## config.mk

```make
export PLATFORM = sky130hd
export DESIGN_NAME = hsl_to_rgb_converter_top
export DESIGN_NICKNAME = d
export VERILOG_FILES = /design/src/rtl/hsl2rgb_pkg.sv /design/src/rtl/hsl2rgb_front.sv /design/src/rtl/hsl2rgb_ramp.sv /design/src/rtl/hsl_to_rgb_converter_top.sv
export VERILOG_INCLUDE_DIRS = /design/src /design/src/rtl
export SDC_FILE = /design/constraint.sdc
export NUM_CORES = 2
export LEC_CHECK = 0
export CAP_MARGIN = 0
export CORE_ASPECT_RATIO = 0.8
export CORE_MARGIN = 2
export CORE_UTILIZATION = 58
export CTS_CLUSTER_DIAMETER = 40
export CTS_CLUSTER_SIZE = 12
export DETAILED_ROUTE_END_ITERATION = 12
export DONT_BUFFER_PORTS = 1
export GPL_TIMING_DRIVEN = 0
export PLACE_DENSITY_LB_ADDON = 0.08
export SLEW_MARGIN = 10
export SYNTH_ARGS = -nofsm -noshare
export SYNTH_HDL_FRONTEND = slang
export SYNTH_SLANG_ARGS = --single-unit
```

## constraint.sdc

```tcl
create_clock -name aclk -period 32.7 [get_ports aclk]
set_clock_uncertainty 0.1 [all_clocks]
set_input_delay 6.54 -clock aclk [delete_from_list [all_inputs] [get_ports aclk]]
set_output_delay 6.54 -clock aclk [all_outputs]
set_load 0.03 [all_outputs]
```

## src/rtl/assert_macros.svh

```systemverilog
// Assertion macros shared by the RTL; they compile to nothing in synthesis builds.
`ifndef ASSERT_MACROS_SVH
`define ASSERT_MACROS_SVH

`ifndef SYNTH
// Property checked on every clock edge, suspended while reset is held.
`define ASSERT_CLK(label, clk, rst_n, prop, msg) \
    label: assert property (@(posedge clk) disable iff (!rst_n) prop) else $error(msg);
// Property checked on every clock edge, reset included.
`define ASSERT_ALWAYS(label, clk, prop, msg) \
    label: assert property (@(posedge clk) prop) else $error(msg);
`else
`define ASSERT_CLK(label, clk, rst_n, prop, msg)
`define ASSERT_ALWAYS(label, clk, prop, msg)
`endif

`endif

```

## src/rtl/hsl2rgb_pkg.sv

```systemverilog
// Shared types and constants for the HSL to RGB converter.
`timescale 1ns / 1ps
package hsl2rgb_pkg;

    localparam int NUM_CH = 3;
    localparam int CHAN_W = 8;

    typedef logic [CHAN_W-1:0] chan_t;

    // Piece of the hue ramp a shifted hue falls into
    typedef enum logic [1:0] {
        SEG_RISE,
        SEG_HIGH,
        SEG_FALL,
        SEG_LOW
    } hue_seg_t;

    // Advance strobes for the two back stages of a channel
    typedef struct packed {
        logic adv2;
        logic adv3;
    } stage_ctl_t;

endpackage

```

## src/rtl/hsl2rgb_front.sv

```systemverilog
// Stage one: q and p from saturation/lightness, hue shifts, wrap and ramp segment.
`timescale 1ns / 1ps
module hsl2rgb_front
    import hsl2rgb_pkg::*;
#(
    parameter int FRACTION_BITS = 16
) (
    input  logic                   aclk,
    input  logic                   adv1,
    input  chan_t                  hue,
    input  chan_t                  saturation,
    input  chan_t                  lightness,
    output logic [FRACTION_BITS:0] p_o,
    output logic [FRACTION_BITS:0] q_o,
    output logic [FRACTION_BITS:0] d_o,
    output logic [FRACTION_BITS:0] x_o   [NUM_CH],
    output hue_seg_t               seg_o [NUM_CH]
);

    localparam int F = FRACTION_BITS;
    localparam logic [F+2:0] ONE_W   = (F+3)'(1) << F;
    localparam logic [F+2:0] THREE_W = ONE_W + (ONE_W << 1);
    localparam logic [F+2:0] TWO_W   = ONE_W << 1;
    localparam logic [F+2:0] FOUR_W  = ONE_W << 2;

    logic [F-1:0]     h_fx, s_fx, l_fx;
    logic [15:0]      ls16;
    logic [2*F-1:0]   ls_wide;
    logic [F-1:0]     lsf;
    logic [F+1:0]     q_raw;
    logic [F:0]       q_c, p_c, l2;
    logic [F+2:0]     h3;
    logic [F+2:0]     t_w  [NUM_CH];
    logic [F+2:0]     w2;
    logic [F:0]       x_c  [NUM_CH];
    hue_seg_t         seg_c [NUM_CH];

    logic [F:0]       p_reg, q_reg, d_reg;
    logic [F:0]       x_reg [NUM_CH];
    hue_seg_t         seg_reg [NUM_CH];

    // Inputs are exact in the fixed-point format
    assign h_fx = {hue,        {(F-8){1'b0}}};
    assign s_fx = {saturation, {(F-8){1'b0}}};
    assign l_fx = {lightness,  {(F-8){1'b0}}};

    // floor(l*s) in fixed point from the 8x8 product
    assign ls16    = 16'(saturation * lightness);
    assign ls_wide = {ls16, {(2*F-16){1'b0}}};
    assign lsf     = ls_wide[2*F-1:F];

    // q and p, clamped to 0..1
    always_comb begin
        if (!lightness[7]) begin
            q_raw = (F+2)'(l_fx) + (F+2)'(lsf);
        end else begin
            q_raw = (F+2)'(l_fx) + (F+2)'(s_fx) - (F+2)'(lsf);
        end
        q_c = (q_raw > (F+2)'(ONE_W)) ? ONE_W[F:0] : q_raw[F:0];
        l2  = {l_fx, 1'b0};
        p_c = (l2 < q_c) ? '0 : (l2 - q_c);
    end

    // Three times the hue, shifted by one, zero and minus one, with wrap
    assign h3 = {2'b00, h_fx, 1'b0} + {3'b000, h_fx};

    always_comb begin
        t_w[0] = h3 + ONE_W;
        if (t_w[0] > THREE_W) begin
            t_w[0] = t_w[0] - THREE_W;
        end
        t_w[1] = h3;
        t_w[2] = (h3 < ONE_W) ? (h3 + TWO_W) : (h3 - ONE_W);
    end

    // Ramp segment and slope multiplier per channel
    always_comb begin
        w2 = '0;
        for (int k = 0; k < NUM_CH; k++) begin
            w2 = {t_w[k][F+1:0], 1'b0};
            if (w2 < ONE_W) begin
                seg_c[k] = SEG_RISE;
                x_c[k]   = w2[F:0];
            end else if (w2 < THREE_W) begin
                seg_c[k] = SEG_HIGH;
                x_c[k]   = '0;
            end else if (t_w[k] < TWO_W) begin
                seg_c[k] = SEG_FALL;
                x_c[k]   = (FOUR_W - w2) >> 0 == '0 ? '0 : (F+1)'(FOUR_W - w2);
            end else begin
                seg_c[k] = SEG_LOW;
                x_c[k]   = '0;
            end
        end
    end

    // Stage one registers
    always_ff @(posedge aclk) begin
        if (adv1) begin
            p_reg <= p_c;
            q_reg <= q_c;
            d_reg <= q_c - p_c;
            for (int k = 0; k < NUM_CH; k++) begin
                x_reg[k]   <= x_c[k];
                seg_reg[k] <= seg_c[k];
            end
        end
    end

    assign p_o   = p_reg;
    assign q_o   = q_reg;
    assign d_o   = d_reg;
    assign x_o   = x_reg;
    assign seg_o = seg_reg;

endmodule

```

## src/rtl/hsl2rgb_ramp.sv

```systemverilog
// Stages two and three of one channel: ramp product, then scale by 255 and truncate.
`timescale 1ns / 1ps
module hsl2rgb_ramp
    import hsl2rgb_pkg::*;
#(
    parameter int FRACTION_BITS = 16
) (
    input  logic                   aclk,
    input  stage_ctl_t             ctl,
    input  logic [FRACTION_BITS:0] p_i,
    input  logic [FRACTION_BITS:0] q_i,
    input  logic [FRACTION_BITS:0] d_i,
    input  logic [FRACTION_BITS:0] x_i,
    input  hue_seg_t               seg_i,
    output chan_t                  chan_o
);

    localparam int F = FRACTION_BITS;

    logic [F:0]       base_next, base_reg;
    logic [2*F+1:0]   prod_next, prod_reg;
    logic [2*F+1:0]   num;
    logic [2*F+9:0]   num255;
    logic [8:0]       val9;
    chan_t            chan_next, chan_reg;

    // Stage two: flat level and slope product
    assign base_next = (seg_i == SEG_HIGH) ? q_i : p_i;
    assign prod_next = (2*F+2)'(d_i * x_i);

    always_ff @(posedge aclk) begin
        if (ctl.adv2) begin
            base_reg <= base_next;
            prod_reg <= prod_next;
        end
    end

    // Stage three: 255 times the ramp value, truncated
    always_comb begin
        num    = {base_reg, {F{1'b0}}} + prod_reg;
        num255 = {num, 8'h00} - (2*F+10)'(num);
        val9   = num255[2*F+8:2*F];
        chan_next = (val9 > 9'd255) ? 8'hff : val9[7:0];
    end

    always_ff @(posedge aclk) begin
        if (ctl.adv3) begin
            chan_reg <= chan_next;
        end
    end

    assign chan_o = chan_reg;

endmodule

```

## src/rtl/hsl_to_rgb_converter_top.sv

```systemverilog
// Top level of the HSL to RGB converter: valid pipeline and channel instances.
// Three registered stages; throughput is one pixel per cycle unless m_ready stalls.
// A stage moves whenever it is empty or the next one moves.
// Stalls on m_ready back up stage by stage; bubbles are filled while stalled.
// Reset (aresetn low, synchronous) clears the stage valid bits; data registers keep no reset.
`timescale 1ns / 1ps
`include "assert_macros.svh"
module hsl_to_rgb_converter_top
    import hsl2rgb_pkg::*;
#(
    parameter int FRACTION_BITS = 16
) (
    input  logic  aclk,
    input  logic  aresetn,
    input  logic  s_valid,
    output logic  s_ready,
    input  chan_t s_hue,
    input  chan_t s_saturation,
    input  chan_t s_lightness,
    output logic  m_valid,
    input  logic  m_ready,
    output chan_t m_red,
    output chan_t m_green,
    output chan_t m_blue
);

    localparam int F = FRACTION_BITS;
    localparam logic [F:0] ONE_FX = (F+1)'(1) << F;

    logic       v1_reg, v1_next;
    logic       v2_reg, v2_next;
    logic       v3_reg, v3_next;
    logic       adv1, adv2, adv3;
    stage_ctl_t ctl;

    logic [F:0] p_w, q_w, d_w;
    logic [F:0] x_w   [NUM_CH];
    hue_seg_t   seg_w [NUM_CH];
    chan_t      chan_w [NUM_CH];

    // Stage advance: a stage loads when empty or when its content moves on
    assign adv3 = !v3_reg || m_ready;
    assign adv2 = !v2_reg || adv3;
    assign adv1 = !v1_reg || adv2;
    assign ctl  = '{adv2: adv2, adv3: adv3};

    assign s_ready = adv1;
    assign m_valid = v3_reg;

    // Valid bits follow the data
    always_comb begin
        v1_next = adv1 ? s_valid : v1_reg;
        v2_next = adv2 ? v1_reg  : v2_reg;
        v3_next = adv3 ? v2_reg  : v3_reg;
    end

    always_ff @(posedge aclk) begin
        if (!aresetn) begin
            v1_reg <= 1'b0;
            v2_reg <= 1'b0;
            v3_reg <= 1'b0;
        end else begin
            v1_reg <= v1_next;
            v2_reg <= v2_next;
            v3_reg <= v3_next;
        end
    end

    hsl2rgb_front #(
        .FRACTION_BITS(FRACTION_BITS)
    ) u_front (
        .aclk       (aclk),
        .adv1       (adv1),
        .hue        (s_hue),
        .saturation (s_saturation),
        .lightness  (s_lightness),
        .p_o        (p_w),
        .q_o        (q_w),
        .d_o        (d_w),
        .x_o        (x_w),
        .seg_o      (seg_w)
    );

    // One ramp per color channel: red, green, blue
    for (genvar k = 0; k < NUM_CH; k++) begin : g_ch
        hsl2rgb_ramp #(
            .FRACTION_BITS(FRACTION_BITS)
        ) u_ramp (
            .aclk   (aclk),
            .ctl    (ctl),
            .p_i    (p_w),
            .q_i    (q_w),
            .d_i    (d_w),
            .x_i    (x_w[k]),
            .seg_i  (seg_w[k]),
            .chan_o (chan_w[k])
        );
    end

    assign m_red   = chan_w[0];
    assign m_green = chan_w[1];
    assign m_blue  = chan_w[2];

    // Checks on the pipeline control and stage-one arithmetic
    `ASSERT_CLK(a_accept_fills_s1, aclk, aresetn, (s_valid && s_ready) |=> v1_reg, "transfer lost")
    `ASSERT_CLK(a_s1_holds, aclk, aresetn, (v1_reg && !adv2) |=> (v1_reg && $stable(q_w) && $stable(p_w)), "stalled stage one lost its item")
    `ASSERT_CLK(a_qp_order, aclk, aresetn, v1_reg |-> ((q_w >= p_w) && (q_w <= ONE_FX) && (d_w == q_w - p_w)), "q/p out of range in stage one")
    `ASSERT_ALWAYS(a_reset_empty, aclk, !aresetn |=> (!v1_reg && !v2_reg && !m_valid), "pipeline not empty after reset")

endmodule

```

==> results.cfg <==
[run_status]
status = finished clean

[global_route]
grt_pass1_vias = 23498
grt_overflow_total = 0
globalRouteTotalUtil_pct = 29.14
antenna_found_initial = 13
grt_pass1_wl_um = 129200
grt_max_degree = 65

[synth]
ys_ff_latch = 234
postSynthCellCount = 3310
synthesis.nets = 4136
syn_area_per_cell_sq_um = 9.657
synth_top_area_share_pct = 21.70
synth_top_area_cell = edfxtp_1
synthArstFlopShare_pct = 0
synth_edf_count = 231
yosys-top-cells-area = edfxtp_1, fa_1, ha_1
synth_cell_types = 87
ys.flop_type = edfxtp_1
synth-seq-area-share_pct = 21.89
synth-warning-count = 0
syn_area_sq_um = 31960

[routing]
route.vias.total = 23617
viasPerCell = 5.748
drc_errors = 0
firstDrtPassIters = 6
routedWlPerCell_um = 19.71
totalWireLength_um = 80990
drt_iter0_drc = 1867
ant_nets = 0

[clock_tree]
clk_pin_slew_ns = 0.06
clock_latency_ns = 0.60
cts_tree = done
cts_hold_buf = 0
htreeDepth = 2
clk_path_buf_depth = 3
clock_sinks = 234
cts-root-buf = clkbuf_16
cts_buffers = 47
cts_setup_buffers = 0
cts-resized-gates = 0

[placement]
place.port_buffers = 0
gp_congestion = 0.9332
hpwl_um = 67010

[sta]
setup-tns-final_ns = 0
slew_viol_final = 0
post-route-period-util_pct = 60.83
rsz0062_at_grt = false
hold_viol_final = 0
maxSlewHeadroom_pct = 18.39
fin_crit_ns = 19.89
fmax_mhz = 50.28
worstMarginPinSlew_ns = 1.216
finalSetupViolations = 0

[floorplan]
die_h_um = 214.0
placementRows = 76
fp.dieW_um = 266.5
io_pins = 54
initial_core_util_pct = 59.07
coreArea_sq_um = 54110
dieArea_sq_um = 57010

[setup_path]
crit_path_top_delay_cell = a21oi_1
critPathKind = input pin to register
cp-start-kind = input pin
worstRegToRegCells = 25
end_kind = register
cp_max_fo = 10
cpPeakStageDelay_ns = 0.57
reg2reg_from = u_front.x_o[15]
crit_required_ns = 32.89
worstPathArrival_ns = 20.08
r2r_slack_ns = 24.36
endpoint = u_front.d_o[16]
crit_path_start = s_lightness[7]
reg2reg_to = g_ch[2].u_ramp.prod_reg[33]
crit_top_cell = clkbuf_1

[cells_and_area]
layout_common_cells = inv_1, ha_1, fa_1, and2_1, nand2_1
syn_to_final_growth_pct = 8.048
nets = 4187
largest_reg_flops = 75
final_common_cell = inv_1
drive_gt1_share_pct = 4.971

[flow_run]
cap_violations = 0

[worst_hold_path]
hp-class = register to register
-- worst min path at each step --
stage                     startpoint     end  slack, ns  depth (start not counted)
final                         v1_reg  v2_reg       0.44                          2
after global routing          v1_reg  v2_reg       0.48                          2
after CTS                     v1_reg  v2_reg       0.45                          2
after detailed placement      v1_reg  v2_reg       0.44                          2
after global placement        v1_reg  v2_reg       0.37                          2
after floorplan               v1_reg  v2_reg       0.36                          2
-- per-layer routing --
layer	vias to the layer above	share of wire, %	GRT usage [%]
li1	11200	-	-
met1	11436	46	43.03
met2	860	41	41.47
met3	115	9.7	8.196
met4	6	2.7	8.764
met5	-	0.046	0
-- stage by stage --
step                      area (sq um)  setup slack [ns]  utilization [%]  std cells  hold slack (ns)
after global routing             34520             12.07            63.80       4102           0.4771
after detailed placement         32920             12.69            60.84       4014           0.4417
after CTS                        34520             13.24            63.80       4102           0.4498
after floorplan                  31960             15.57                -       3310           0.3592
final                            34540             12.81            63.83       4109           0.4409
after global placement           32840             12.74            60.70       4012           0.3692
-- final cells by class --
type	count	area (sq um)
Antenna cell	7	17.52
Fill cell	4496	19570
Clock inverter	39	417.9
Timing Repair Buffer	2	55.05
Inverter	562	2110
Clock buffer	49	1184
Buffer	94	356.6
Tap cell	702	878.3
Multi-Input combinational cell	2420	22520
Sequential cell	234	6997
-- cell usage after synthesis, drive strengths merged (7+ instances only) --
master	instances
nor2	102
nor4	9
nand2	260
and2	313
a21boi	7
nor3	44
a31oi	10
xnor2	121
o21bai	59
nor2b	19
a21o	60
inv	561
nand2b	16
o22ai	19
fa	315
xor2	50
o31ai	7
ha	483
a211oi	7
or3	10
mux2	53
edfxtp	231
nand3	53
o211ai	11
nand4	8
and3	16
clkbuf	89
o311ai	8
o21ai	76
a21oi	167
o21a	8
-- logic make-up (layout without fill, tap and decap cells) --
kind of cell               after synthesis  in the layout  share of synthesized area (%)
AOI/OAI and AO/OA                      514            514                          10.67
xor gates and xnor gates               174            174                          4.905
adders and majority gates              798            798                          38.64
buffers and inverters                  656            746                          7.715
DFF                                    234            234                          21.89
muxes                                   57             57                          1.992
other                                    0              7                              0
and+or+nand+nor                        877            877                          14.19
-- worst max-delay path: cells and delay by family --
kind / cells / cell delay (ns)
compound gates: 19 / 4.26
fa+ha+maj: 8 / 3.67
buf+inv: 10 / 3.36
simple gates: 7 / 1.53
xor+xnor: 3 / 0.70
Power is not shown: default switching activity piles up to over one toggle a cycle in this logic, so the estimate is an artifact.
